$ cat src/rtl/phvs_pkg.sv
// Shared definitions for the polar histogram valley selector.
// Field widths, register indexes, bus widths and parameter defaults.
// No dependencies; every other file of the block imports this package.
`default_nettype none

package phvs_pkg;

   // Defaults for the top-level parameters.
   localparam int DEF_SECTORS     = 36;
   localparam int DEF_SECTOR_DEG  = 10;
   localparam int DEF_MAX_SAMPLES = 4096;

   // Field widths.
   localparam int IDX_W   = 12;
   localparam int RANGE_W = 16;
   localparam int STEP_W  = 12;
   localparam int THR_W   = 28;
   localparam int DEG_W   = 9;

   // Angles in whole degrees.
   localparam int FULL_TURN = 360;
   localparam int HALF_TURN = 180;

   // Bus widths.
   localparam int REQ_TDATA_W = 40;
   localparam int REQ_TUSER_W = 2;
   localparam int RSP_TDATA_W = 16;
   localparam int CSR_ADDR_W  = 2;
   localparam int CSR_DATA_W  = 28;

   // Bit positions within req_tuser.
   localparam int TUSER_OPCODE = 0;
   localparam int TUSER_SCAN   = 1;

   // Opcodes.
   localparam logic OP_SAMPLE = 1'b0;
   localparam logic OP_QUERY  = 1'b1;

   // Register indexes on the configuration port.
   typedef enum logic [CSR_ADDR_W-1:0] {
      CSR_ANGLE_STEP = 2'd0,
      CSR_RANGE_MIN  = 2'd1,
      CSR_RANGE_MAX  = 2'd2,
      CSR_THRESHOLD  = 2'd3
   } csr_index_type;

   // Register values after reset.
   localparam logic [STEP_W-1:0]  RST_ANGLE_STEP = 12'd100;
   localparam logic [RANGE_W-1:0] RST_RANGE_MIN  = 16'd100;
   localparam logic [RANGE_W-1:0] RST_RANGE_MAX  = 16'd10000;
   localparam logic [THR_W-1:0]   RST_THRESHOLD  = 28'd100;

   // Saturation value of a sector sum.
   localparam logic [THR_W-1:0] SUM_MAX = {THR_W{1'b1}};

endpackage : phvs_pkg

`default_nettype wire

$ cat src/rtl/polar_histogram_valley_select.sv
// Polar obstacle histogram built from lidar samples, with free-valley selection.
// Depends on phvs_pkg for widths, register indexes and parameter defaults.
// The sector sums are held in one synchronous memory with a registered read.
`default_nettype none

// Usage
// The req channel carries one item per transfer: a lidar sample (opcode 0) or a
// direction query (opcode 1). A sample whose scan_start flag is set clears the
// histogram before its own weight is added. Samples produce no result; every
// query produces exactly one transfer on the rsp channel.
// A sample that adds nothing (invalid, out of the range window or beyond the
// scan) leaves the block idle and ready for the next item. A sample that adds
// weight occupies the block through the reciprocal multiply that finds its
// sector, the correction with the memory read, and the read-modify-write.
// A query occupies the block from its transfer to rsp_tvalid: the memory read
// port scans every sector once, then one sector a cycle is tested for a free
// neighbourhood and compared with the best so far.
// The block works on one item at a time; req_tready is high when it is idle.
// A finished result waits in the output register; if the receiver stalls, the
// block still takes samples, and only a second query holds at its last step
// until the earlier result has been taken.
// Reset (synchronous, active high) restores the registers to their reset values
// and marks every sector as empty at once; there is no clearing pass.
module polar_histogram_valley_select #(
   parameter int SECTORS     = phvs_pkg::DEF_SECTORS,
   parameter int SECTOR_DEG  = phvs_pkg::DEF_SECTOR_DEG,
   parameter int MAX_SAMPLES = phvs_pkg::DEF_MAX_SAMPLES
) (
   input  wire logic                             clock,
   input  wire logic                             reset,
   // Request channel.
   input  wire logic                             req_tvalid,
   output logic                                  req_tready,
   // sample_index[11:0], sample_valid[12], range_mm[28:13], target_deg[37:29]
   input  wire logic [phvs_pkg::REQ_TDATA_W-1:0] req_tdata,
   // opcode[0], scan_start[1]
   input  wire logic [phvs_pkg::REQ_TUSER_W-1:0] req_tuser,
   // Result channel.
   output logic                                  rsp_tvalid,
   input  wire logic                             rsp_tready,
   // front_safe[0], found[1], new_dir_deg[10:2]
   output logic [phvs_pkg::RSP_TDATA_W-1:0]      rsp_tdata,
   // Configuration write port.
   input  wire logic                             csr_we,
   input  wire logic [phvs_pkg::CSR_ADDR_W-1:0]  csr_addr,
   input  wire logic [phvs_pkg::CSR_DATA_W-1:0]  csr_wdata
);
   import phvs_pkg::*;

   // Sector index width; the scan counter has one bit more to reach SECTORS.
   localparam int SW   = (SECTORS > 1) ? $clog2(SECTORS) : 1;
   // Sample sector = floor(index * step / SDIV), done as a multiply by a
   // reciprocal that may come out one low, then a single correction.
   localparam int PRW  = IDX_W + STEP_W;
   localparam int SDIV = 100 * SECTOR_DEG;
   localparam int SREC = (1 << PRW) / SDIV;
   localparam int SRW  = $clog2(SREC + 1);
   localparam int DW   = $clog2(SDIV + 1);
   localparam int BW   = SRW + 1 + DW;
   localparam int CMPW = (BW > PRW) ? BW : PRW;
   // Target sector = floor(laser_deg / SECTOR_DEG) mod SECTORS, the same way.
   localparam int TREC = (1 << DEG_W) / SECTOR_DEG;
   localparam int TRW  = $clog2(TREC + 1);
   localparam int TN   = (FULL_TURN - 1) / SECTOR_DEG + 1;
   localparam int TQW  = (TN > 1) ? $clog2(TN) : 1;
   localparam int TBW  = TRW + 1 + $clog2(SECTOR_DEG + 1);
   localparam int TCW  = (TBW > DEG_W) ? TBW : DEG_W;
   // Width of sector centres and of their distance to the target.
   localparam int CW0  = $clog2(SECTORS * SECTOR_DEG);
   localparam int DFW  = (CW0 > DEG_W) ? CW0 : DEG_W;

   typedef enum logic [3:0] {
      ST_IDLE,
      ST_SDIV,
      ST_SBND,
      ST_SSEC,
      ST_SADD,
      ST_QDIV,
      ST_QFIX,
      ST_QSCAN,
      ST_QPICK,
      ST_QOUT
   } state_type;

   // Request fields.
   logic                  req_opcode;
   logic                  req_scan;
   logic [IDX_W-1:0]      req_idx;
   logic                  req_valid;
   logic [RANGE_W-1:0]    req_range;
   logic [DEG_W-1:0]      req_target;
   logic                  req_xfer;

   assign req_opcode = req_tuser[TUSER_OPCODE];
   assign req_scan   = req_tuser[TUSER_SCAN];
   assign req_idx    = req_tdata[11:0];
   assign req_valid  = req_tdata[12];
   assign req_range  = req_tdata[28:13];
   assign req_target = req_tdata[37:29];

   // Registers and their next values.
   state_type             state_ff, state_in;
   logic [STEP_W-1:0]     step_ff, step_in;
   logic [RANGE_W-1:0]    rmin_ff, rmin_in;
   logic [RANGE_W-1:0]    rmax_ff, rmax_in;
   logic [THR_W-1:0]      thr_ff, thr_in;
   logic [SECTORS-1:0]    valid_ff, valid_in;
   logic [PRW-1:0]        prod_ff, prod_in;
   logic [RANGE_W-1:0]    weight_ff, weight_in;
   logic [SRW-1:0]        qs_ff, qs_in;
   logic [BW-1:0]         bound_ff, bound_in;
   logic [SW-1:0]         sec_ff, sec_in;
   logic                  rd_vld_ff, rd_vld_in;
   logic [DEG_W-1:0]      laser_ff, laser_in;
   logic [TRW-1:0]        qt_ff, qt_in;
   logic [SW-1:0]         tsec_ff, tsec_in;
   logic [SW:0]           scan_ff, scan_in;
   logic                  pend_ff, pend_in;
   logic [SW-1:0]         pidx_ff, pidx_in;
   logic [SECTORS-1:0]    free_ff, free_in;
   logic [SW-1:0]         j_ff, j_in;
   logic [DFW-1:0]        c_ff, c_in;
   logic [DEG_W-1:0]      dir_ff, dir_in;
   logic                  found_ff, found_in;
   logic [DFW-1:0]        bdiff_ff, bdiff_in;
   logic [DEG_W-1:0]      bdir_ff, bdir_in;
   logic                  rsp_tvalid_ff, rsp_tvalid_in;
   logic                  rsp_front_ff, rsp_front_in;
   logic                  rsp_found_ff, rsp_found_in;
   logic [DEG_W-1:0]      rsp_dir_ff, rsp_dir_in;

   // Sector memory and its ports.
   logic [THR_W-1:0]      mem [SECTORS];
   logic [THR_W-1:0]      rd_data_ff;
   logic                  mem_re;
   logic [SW-1:0]         mem_raddr;
   logic                  mem_we;
   logic [SW-1:0]         mem_waddr;
   logic [THR_W-1:0]      mem_wdata;

   // Datapath terms.
   logic [PRW+SRW-1:0]    smul;
   logic                  sge;
   logic [SRW:0]          sec_full;
   logic [THR_W-1:0]      old_sum;
   logic [THR_W:0]        new_sum;
   logic [DEG_W+TRW-1:0]  tmul;
   logic [TBW-1:0]        tbound;
   logic                  tge;
   logic [TRW:0]          tq;
   logic [SW-1:0]         tmod [TN];
   logic [DEG_W:0]        tgt_mod;
   logic [DEG_W:0]        laser_sum;
   logic [DFW-1:0]        laser_ext;
   logic [DFW-1:0]        diff;
   logic [DEG_W:0]        dir_next;
   logic [SECTORS-1:0]    valley;
   logic                  keep;

   assign req_xfer = req_tvalid && req_tready;

   // Target sector modulo SECTORS as a constant table over all quotients.
   for (genvar g = 0; g < TN; g++) begin : g_tmod
      assign tmod[g] = SW'(g % SECTORS);
   end

   // A sector heads a free valley when it and two neighbours on each side,
   // wrapping round the histogram, are all below the threshold.
   for (genvar g = 0; g < SECTORS; g++) begin : g_valley
      assign valley[g] = free_ff[(g + 2 * SECTORS - 2) % SECTORS]
                       & free_ff[(g + SECTORS - 1) % SECTORS]
                       & free_ff[g]
                       & free_ff[(g + 1) % SECTORS]
                       & free_ff[(g + 2) % SECTORS];
   end

   always_comb begin
      // Sample arithmetic.
      smul     = (PRW+SRW)'(prod_ff) * (PRW+SRW)'(SREC);
      sge      = CMPW'(prod_ff) >= CMPW'(bound_ff);
      sec_full = {1'b0, qs_ff} + (SRW+1)'(sge);
      old_sum  = rd_vld_ff ? rd_data_ff : '0;
      new_sum  = {1'b0, old_sum} + (THR_W+1)'(weight_ff);
      keep     = req_valid
              && (32'(req_idx) < MAX_SAMPLES)
              && (req_range >= rmin_ff)
              && (req_range <= rmax_ff);

      // Query arithmetic: heading into the laser frame, then its sector.
      tgt_mod   = (req_target >= DEG_W'(FULL_TURN))
                ? (DEG_W+1)'(req_target - DEG_W'(FULL_TURN))
                : (DEG_W+1)'(req_target);
      laser_sum = tgt_mod + (DEG_W+1)'(HALF_TURN);
      tmul      = (DEG_W+TRW)'(laser_ff) * (DEG_W+TRW)'(TREC);
      tbound    = (TBW'(qt_ff) + TBW'(1)) * TBW'(SECTOR_DEG);
      tge       = TCW'(laser_ff) >= TCW'(tbound);
      tq        = {1'b0, qt_ff} + (TRW+1)'(tge);
      laser_ext = DFW'(laser_ff);
      diff      = (c_ff > laser_ext) ? (c_ff - laser_ext) : (laser_ext - c_ff);
      dir_next  = (DEG_W+1)'(dir_ff) + (DEG_W+1)'(SECTOR_DEG);

      // Hold by default.
      state_in      = state_ff;
      step_in       = step_ff;
      rmin_in       = rmin_ff;
      rmax_in       = rmax_ff;
      thr_in        = thr_ff;
      valid_in      = valid_ff;
      prod_in       = prod_ff;
      weight_in     = weight_ff;
      qs_in         = qs_ff;
      bound_in      = bound_ff;
      sec_in        = sec_ff;
      rd_vld_in     = rd_vld_ff;
      laser_in      = laser_ff;
      qt_in         = qt_ff;
      tsec_in       = tsec_ff;
      scan_in       = scan_ff;
      pend_in       = 1'b0;
      pidx_in       = pidx_ff;
      free_in       = free_ff;
      j_in          = j_ff;
      c_in          = c_ff;
      dir_in        = dir_ff;
      found_in      = found_ff;
      bdiff_in      = bdiff_ff;
      bdir_in       = bdir_ff;
      rsp_front_in  = rsp_front_ff;
      rsp_found_in  = rsp_found_ff;
      rsp_dir_in    = rsp_dir_ff;
      rsp_tvalid_in = rsp_tvalid_ff && !rsp_tready;
      mem_re        = 1'b0;
      mem_raddr     = '0;
      mem_we        = 1'b0;
      mem_waddr     = sec_ff;
      mem_wdata     = new_sum[THR_W] ? SUM_MAX : new_sum[THR_W-1:0];

      // Configuration writes.
      if (csr_we) begin
         unique case (csr_index_type'(csr_addr))
            CSR_ANGLE_STEP: step_in = csr_wdata[STEP_W-1:0];
            CSR_RANGE_MIN:  rmin_in = csr_wdata[RANGE_W-1:0];
            CSR_RANGE_MAX:  rmax_in = csr_wdata[RANGE_W-1:0];
            CSR_THRESHOLD:  thr_in  = csr_wdata[THR_W-1:0];
         endcase
      end

      unique case (state_ff)
         ST_IDLE: begin
            if (req_xfer) begin
               if (req_opcode == OP_SAMPLE) begin
                  if (req_scan) begin
                     valid_in = '0;
                  end
                  prod_in   = PRW'(req_idx) * PRW'(step_ff);
                  weight_in = rmax_ff - req_range;
                  state_in  = keep ? ST_SDIV : ST_IDLE;
               end else begin
                  laser_in = (laser_sum >= (DEG_W+1)'(FULL_TURN))
                           ? DEG_W'(laser_sum - (DEG_W+1)'(FULL_TURN))
                           : DEG_W'(laser_sum);
                  state_in = ST_QDIV;
               end
            end
         end
         ST_SDIV: begin
            qs_in    = smul[PRW+SRW-1:PRW];
            state_in = ST_SBND;
         end
         ST_SBND: begin
            bound_in = (BW'(qs_ff) + BW'(1)) * BW'(SDIV);
            state_in = ST_SSEC;
         end
         ST_SSEC: begin
            if (sec_full < (SRW+1)'(SECTORS)) begin
               mem_re    = 1'b1;
               mem_raddr = sec_full[SW-1:0];
               rd_vld_in = valid_ff[sec_full[SW-1:0]];
               sec_in    = sec_full[SW-1:0];
               state_in  = ST_SADD;
            end else begin
               state_in = ST_IDLE;
            end
         end
         ST_SADD: begin
            mem_we           = 1'b1;
            valid_in[sec_ff] = 1'b1;
            state_in         = ST_IDLE;
         end
         ST_QDIV: begin
            qt_in    = tmul[DEG_W+TRW-1:DEG_W];
            state_in = ST_QFIX;
         end
         ST_QFIX: begin
            tsec_in  = tmod[tq[TQW-1:0]];
            scan_in  = '0;
            j_in     = '0;
            c_in     = '0;
            dir_in   = DEG_W'(HALF_TURN);
            found_in = 1'b0;
            bdiff_in = '0;
            bdir_in  = '0;
            state_in = ST_QSCAN;
         end
         ST_QSCAN: begin
            // Reads are issued back to back; each result is registered and tested while the next read is issued.
            if (pend_ff) begin
               free_in[pidx_ff] = old_sum < thr_ff;
            end
            if (scan_ff != (SW+1)'(SECTORS)) begin
               mem_re    = 1'b1;
               mem_raddr = scan_ff[SW-1:0];
               rd_vld_in = valid_ff[scan_ff[SW-1:0]];
               pend_in   = 1'b1;
               pidx_in   = scan_ff[SW-1:0];
               scan_in   = scan_ff + (SW+1)'(1);
            end else begin
               state_in = ST_QPICK;
            end
         end
         ST_QPICK: begin
            if (valley[j_ff] && (!found_ff || (diff < bdiff_ff))) begin
               found_in = 1'b1;
               bdiff_in = diff;
               bdir_in  = dir_ff;
            end
            j_in   = j_ff + SW'(1);
            c_in   = c_ff + DFW'(SECTOR_DEG);
            dir_in = (dir_next >= (DEG_W+1)'(FULL_TURN))
                   ? DEG_W'(dir_next - (DEG_W+1)'(FULL_TURN))
                   : DEG_W'(dir_next);
            if (j_ff == SW'(SECTORS - 1)) begin
               state_in = ST_QOUT;
            end
         end
         ST_QOUT: begin
            if (!rsp_tvalid_ff || rsp_tready) begin
               rsp_tvalid_in = 1'b1;
               rsp_front_in  = valley[tsec_ff];
               rsp_found_in  = found_ff;
               rsp_dir_in    = found_ff ? bdir_ff : '0;
               state_in      = ST_IDLE;
            end
         end
         default: begin
            state_in = ST_IDLE;
         end
      endcase
   end

   always_ff @(posedge clock) begin
      if (reset) begin
         state_ff      <= ST_IDLE;
         step_ff       <= RST_ANGLE_STEP;
         rmin_ff       <= RST_RANGE_MIN;
         rmax_ff       <= RST_RANGE_MAX;
         thr_ff        <= RST_THRESHOLD;
         valid_ff      <= '0;
         pend_ff       <= 1'b0;
         rsp_tvalid_ff <= 1'b0;
      end else begin
         state_ff      <= state_in;
         step_ff       <= step_in;
         rmin_ff       <= rmin_in;
         rmax_ff       <= rmax_in;
         thr_ff        <= thr_in;
         valid_ff      <= valid_in;
         pend_ff       <= pend_in;
         rsp_tvalid_ff <= rsp_tvalid_in;
      end
      prod_ff      <= prod_in;
      weight_ff    <= weight_in;
      qs_ff        <= qs_in;
      bound_ff     <= bound_in;
      sec_ff       <= sec_in;
      rd_vld_ff    <= rd_vld_in;
      laser_ff     <= laser_in;
      qt_ff        <= qt_in;
      tsec_ff      <= tsec_in;
      scan_ff      <= scan_in;
      pidx_ff      <= pidx_in;
      free_ff      <= free_in;
      j_ff         <= j_in;
      c_ff         <= c_in;
      dir_ff       <= dir_in;
      found_ff     <= found_in;
      bdiff_ff     <= bdiff_in;
      bdir_ff      <= bdir_in;
      rsp_front_ff <= rsp_front_in;
      rsp_found_ff <= rsp_found_in;
      rsp_dir_ff   <= rsp_dir_in;
   end

   // Sector memory: one write and one registered read per cycle.
   always_ff @(posedge clock) begin
      if (mem_we) begin
         mem[mem_waddr] <= mem_wdata;
      end
      if (mem_re) begin
         rd_data_ff <= mem[mem_raddr];
      end
   end

   assign req_tready = (state_ff == ST_IDLE);
   assign rsp_tvalid = rsp_tvalid_ff;
   assign rsp_tdata  = {{(RSP_TDATA_W-DEG_W-2){1'b0}}, rsp_dir_ff, rsp_found_ff, rsp_front_ff};

`ifndef SYNTHESIS
   // A scan start leaves every sector empty on the next cycle.
   a_scan_clears: assert property (@(posedge clock) disable iff (reset)
      (req_xfer && (req_opcode == OP_SAMPLE) && req_scan) |=> (valid_ff == '0))
      else $error("histogram not cleared after scan start");

   // A sector written back is marked as holding data.
   a_write_marks: assert property (@(posedge clock) disable iff (reset)
      mem_we |=> valid_ff[$past(mem_waddr)])
      else $error("written sector not marked valid");

   // The valley search starts only once the last scan read has landed.
   a_scan_drained: assert property (@(posedge clock) disable iff (reset)
      (state_ff == ST_QPICK) |-> !pend_ff)
      else $error("valley search started with a read outstanding");

   // The running heading stays within one turn during the search.
   a_dir_range: assert property (@(posedge clock) disable iff (reset)
      (state_ff == ST_QPICK) |-> (dir_ff < DEG_W'(FULL_TURN)))
      else $error("candidate heading out of range");

   // Without a free valley the reported heading is zero.
   a_none_zero: assert property (@(posedge clock) disable iff (reset)
      (rsp_tvalid_ff && !rsp_found_ff) |-> (rsp_dir_ff == '0))
      else $error("heading reported without a free valley");
`endif

endmodule : polar_histogram_valley_select

`default_nettype wire
$ cat config.mk
export PLATFORM = sky130hd
export DESIGN_NAME = polar_histogram_valley_select
export DESIGN_NICKNAME = d
export VERILOG_FILES = /design/src/rtl/phvs_pkg.sv /design/src/rtl/polar_histogram_valley_select.sv
export SDC_FILE = /design/constraint.sdc
export NUM_CORES = 2
export LEC_CHECK = 0
export ABC_AREA = 1
export BUFFER_PORTS_ARGS = -buffer_cell sky130_fd_sc_hd__clkbuf_2
export CORE_MARGIN = 10
export CORE_UTILIZATION = 40
export DETAILED_ROUTE_END_ITERATION = 12
export GPL_TIMING_DRIVEN = 0
export PLACE_DENSITY = 0.56
export SKIP_LAST_GASP = 1
export SLEW_MARGIN = 20
export SYNTH_ARGS = -nofsm -noshare
export SYNTH_HDL_FRONTEND = slang
export SYNTH_SLANG_ARGS = --single-unit
$ cat constraint.sdc
create_clock -name clock -period 12.72 [get_ports clock]
set_clock_uncertainty 0.05 [all_clocks]
set_input_delay 3.816 -clock clock [delete_from_list [all_inputs] [get_ports clock]]
set_output_delay 3.816 -clock clock [all_outputs]
set_load 0.02 [all_outputs]
**Yosys cells after proc, flatten, opt, wreduce, memory -nomap -nowiden**

Memory sizes are Yosys's and may differ from the RTL's. A register that Yosys moved wholly into a read port is not among the register bits.
Index checks and enable logic that the tools add are counted.

- Flip-flop bits (word level): 317
- Bits in writable memories: 1008
- ROM bits: 384
- Input port bits: 77
- Output and inout port bits: 18
- Logic and storage cells: 331
- Memories kept: 2

Memory list:

| memory | depth | bits a word | read ports | clocked after memory_dff | write ports | line | text |
|---|---|---|---|---|---|---|---|
| mem | 36 | 28 | 1 | 1 | 1 | polar_histogram_valley_select.sv:133 | `logic [THR_W-1:0] mem [SECTORS];` |
| (name not given) | 64 | 6 | 1 | 1 | 0 | polar_histogram_valley_select.sv:295 | `tsec_in = tmod[tq[TQW-1:0]];` |

- $add $sub $neg: 16
- $mul: 5
- $lt $le $gt $ge: 19
- Equality and inequality tests: 23
- Mux-type cells: 56
- Bitwise gates (word level): 148
- Reductions and logical operators: 34

Operator list:

| kind | count |
|---|---|
| 1-bit AND | 144 |
| 36-bit two-way mux | 3 |
| 36-bit one-hot mux with 2 select lines | 1 |
| 9-bit one-hot mux with 2 select lines | 4 |
| 28-bit two-way mux | 2 |
| 9-bit two-way mux | 5 |
| 6-bit by 7-bit less-than comparator with 1-bit output, second input constant | 6 |
| 24-bit by 15-bit multiplier with 39-bit output, second input constant | 1 |
| 36-bit bitwise mux | 1 |
| 36-bit OR | 1 |
| 4-bit one-hot mux with 9 select lines | 1 |
| 28-bit by 16-bit adder with 29-bit output | 1 |
| 28-bit less-than comparator | 1 |
| 24-bit by 26-bit >= comparator with 1-bit output | 1 |
| 1-bit binary-select mux with 6-bit select | 4 |
| 12-bit by 12-bit multiplier with 24-bit output | 1 |
| 6-bit one-hot mux with 2 select lines | 2 |
| 16-bit by 7-bit multiplier with 23-bit output, second input constant | 1 |
| 10-bit by 9-bit >= comparator with 1-bit output, second input constant | 2 |
| 2-bit AND reduction | 10 |
| 9-bit subtractor | 2 |
| 9-bit subtractor, second input constant | 2 |
| 1-bit two-way mux | 17 |
| 15-bit by 1-bit adder with 16-bit output | 1 |
| other kinds (49) | 87 |

**Longest topological paths before layout**

- Depth after elaboration: 9
- Mapped depth: 33
- Depth with buffers taken out: 32

**Worst setup path after synthesis**

Ideal clock, no wire load.

- Kind: input-to-reg
- Start point: in req_tdata[5] (netlist bit)
- End point: reg prod_ff[21], data pin
- Setup time: 264 ps
- Arrival: 8587 ps
- Data required time: 12406 ps
- Slack: 3820 ps
- Cell stages on the path: 21
- Path buffers: 1
- Path through: clkbuf_1 -> nand2_1 -> fa_1 -> inv_1 -> fa_1 -> inv_1 -> fa_1 -> inv_1 -> fa_1 -> fa_1 -> ha_1 -> nand2_1 -> nor2_1 -> nand2_1 -> o211ai_1 -> a21boi_0 -> o21ai_0 -> a21boi_0 -> o21ai_0 -> a31oi_1 -> xor2_1

- Cells in the longest elaborated chain, start to end: 1

RTL lines:

| what | line | text |
|---|---|---|
| start, declared | polar_histogram_valley_select.sv:35 | `input wire logic [phvs_pkg::REQ_TDATA_W-1:0] req_tdata,` |
| 12-bit by 12-bit multiplier with 24-bit output | polar_histogram_valley_select.sv:255 | `prod_in = PRW'(req_idx) * PRW'(step_ff);` |
| end signal, assigned | polar_histogram_valley_select.sv:371 | `prod_ff <= prod_in;` |
| end, declared | polar_histogram_valley_select.sv:108 | `logic [PRW-1:0] prod_ff, prod_in;` |

Every way passes these cells.
A chain may end at the register's enable or synchronous reset.

**Worst setup path after layout**

Ends and elaborated chain as after synthesis.

==> out/qor.csv <==
stage,metric,value,unit
status,run status,"complete, no violations",
critical_path,CP Launch Type,primary input,
global_route,Global Route Usage Sum,21.0,%
clock_network,postcts setup bufs,0,
timing,Fin Hold WS,411,ps
power,pwr dens,264,mW/mm^2
critical_path,critical path capture point type,flip-flop,
floorplanning,Row Count,160,
route,DR pass1 iterations,8,
layout,Fillers,18087,
clock_network,clock slew at reported path FFs,60,ps
route,detailed router's first-iteration violation count,5179,
floorplanning,Chip Height,457,um
clock_network,post-CTS sizing,0,
synthesis,number of enable flip-flop cells after synthesis,1241,
critical_path,"most used cell, CP",fa_1,
synthesis,sequential element share of the synthesized area,51.7,%
power,Worst VDD drop,0.000696,V
clock_network,CTS Sinks,1355,
floorplanning,Die Area,0.209,mm^2
synthesis,asr flop ratio synth,0,%
synthesis,post-synthesis cell count,7729,
place,HPWL after detailed placement,171000,um
global_route,largest net degree at the start of global routing,37,
critical_path,CP top delay family,adder cells,
clock_network,CTS H-tree depth,4,
timing,Setup TNS,0,ps
worst_hold_path,worst hold path type,reg -> reg,
timing,final hold viol count,0,
critical_path,"Arr. time, crit path",9540,ps
place,IO buf count,85,
critical_path,worst path cell trace,"clkbuf_2, clkbuf_1, nand2_1, fa_1, inv_1, fa_1, inv_1, fa_1, inv_1, fa_1, fa_1, ha_1, nand2_1, nor2_1, nand2_1, o211ai_1, a21boi_0, o21ai_0, a21boi_0, o21ai_0, a31oi_1, xor2_1",
clock_network,hold_buf cts,0,
synthesis,Yosys Warn Count,0,
floorplanning,Core Box Area,0.190,mm^2
critical_path,Required @ worst endpoint,13190,ps
route,Residual DRC,0,
timing,Pins Over Slew Limit,0,
place,Final GP Congestion,0.962,
clock_network,clk root buf,clkbuf_16,
timing,RSZ-0062 raised after global routing,no,
route,Final Routed Wirelength,226000,um
synthesis,Syn Std Cell Area,0.0765,mm^2
synthesis,top cell type by total area after synthesis,edfxtp_1,
power,Pleak,37.1,nW
critical_path,WP buf/inv,5,
layout,synthesis-to-layout area growth,13.7,%
synthesis,"FF+latch count, synth",1355,
layout,"Net count, final",8876,
floorplanning,Initial Utilization,40.2,%
synthesis,syn_area_per_cell,9.89,um^2
floorplanning,io pins,95,
clock_network,deepest clock path buffer count,3,
layout,Finished Core Util,45.7,%
global_route,gr ovfl total,0,
timing,min cycle time layout,9070,ps
synthesis,"top cells by count, synth","inv_1 (1,337), edfxtp_1 (1,241), nand3_1 (1,194)",
synthesis,Area contributors post-synth,"edfxtp_1 (49%), nand3_1 (7.8%), ha_1 (7.6%)",
synthesis,Netlist cell types,58,
timing,slew margin rel.,26.1,%
critical_path,CP max-delay cell,fa_1,
synthesis,most frequent cell after synthesis,inv_1,
timing,Tightest Pin Transition,1100,ps
route,antenna-violating nets left,0,
global_route,first-pass GRT wire length,339000,um
synthesis,share of the synthesized area in the top cell type,48.7,%
clock_network,CTS tree,done,
route,vias,56404,
timing,Fmax,0.110,GHz
critical_path,CP max FO,10,
job,Max-cap violations,0,
timing,# setup viols final,0,
floorplanning,Die Wd,457,um
global_route,vias in the first global route,54953,
route,DR WL/cell,21.1,um
critical_path,CP peak stage delay,550,ps
synthesis,main flop type after synthesis,edfxtp_1,
critical_path,CP Class,in -> reg,
route,Vias/cell,5.25,
timing,Final Cycle Share,71.3,%
clock_network,TritonCTS buffer count,152,
global_route,antenna violations before repair,11,
clock_network,worst skew pair latency,800,ps
layout,layout cells sized above 1,9.14,%
[sequential cells by signal (all words and copies together) (netlist names), 12 cells and up]
name        cells
thr_ff         28
step_ff        12
weight_ff      16
free_ff        36
mem          1008
valid_ff       36
rmax_ff        16
rd_data_ff     28
bound_ff       23
rmin_ff        16
prod_ff        24
qs_ff          15
[layout make-up]
cell class                      instances  area, um^2  area share [%]
Buffer                                345        1830            2.11
Antenna cell                            2        5.00         0.00576
Clock inverter                         69         875            1.01
Timing Repair Buffer                  226        1860            2.14
Tap cell                             2511        3140            3.61
Sequential cell                      1355       39500            45.5
Inverter                             1352        5070            5.84
Multi-Input combinational cell       4682       30500            35.1
Clock buffer                          207        4120            4.74
[stage by stage]
step / instance area (um^2) / setup WS (ps) / power (mW) / instances
after floorplan: 76500 / 3820 / 15.7 / 7734
after global placement: 80000 / 2950 / 18.5 / 10330
after detailed placement: 81900 / 2930 / 18.7 / 10471
after CTS: 86900 / 3740 / 23.2 / 10747
after global routing: 86900 / 3310 / 25.3 / 10747
final: 86900 / 3650 / 23.0 / 10749
[routing by layer]
metal | vias to the layer above | GRT usage (%) | share of wire [%]
met3 | 329 | 3.14 | 6.8
met1 | 27555 | 29.4 | 44
met5 | - | 0 | 0.014
met4 | 4 | 6.81 | 3.4
met2 | 1780 | 33.5 | 45
li1 | 26736 | - | -
[final timing paths]
path / from / endpoint / slack, ps / cells past startpoint
max: req_tdata[5] / prod_ff[21] / 3650 / 22
min: rmin_ff[11] / rmin_ff[11] / 410 / 2
max reg2reg: prod_ff[5] / rd_data_ff[12] / 5990 / 28
min reg2reg: rmin_ff[11] / rmin_ff[11] / 410 / 2
[worst reg2reg max path: cells and delay by family (launching register included)]
family	cells	cell delay, ps
flops	1	560
compound gates	6	1270
fa+ha+maj	3	870
simple gates	17	2900
buf+inv	2	860
[where the power goes]
group	internal (mW)	total, mW	switching [mW]	leakage (nW)
clock network	2.55	4.43	1.87	2.42
registers	5.82	6.03	0.211	12.2
logic	4.92	12.5	7.58	22.5
[kinds of logic (layout without fill, tap and decap cells)]
kind of cell             count (synthesis)  after routing  synth area share (%)
multiplexers                             1              1                0.0131
flip-flops                            1355           1355                  51.7
adder cells (fa/ha/maj)                685            685                  13.4
AND/OR/NAND/NOR                       3158           3158                  19.2
buffers and inverters                 1697           2199                  9.03
other                                    1              8               0.00490
XOR/XNOR                               131            131                  1.51
AO/OA/AOI/OAI                          701            701                  5.14
[cell usage in the layout, fill, tap and decap left out, types with 149 or more instances in the layout]
cell type,synthesis,layout
clkbuf_16,0,154
o21ai_0,219,216
clkbuf_1,106,149
nand3_1,1194,1182
ha_1,465,465
fa_1,220,220
nor2_1,369,367
a21oi_1,300,298
nand2_1,1169,1156
edfxtp_1,1241,1241
nand3b_1,269,269
inv_1,1337,1337
Power figures use the tool's default switching activity.
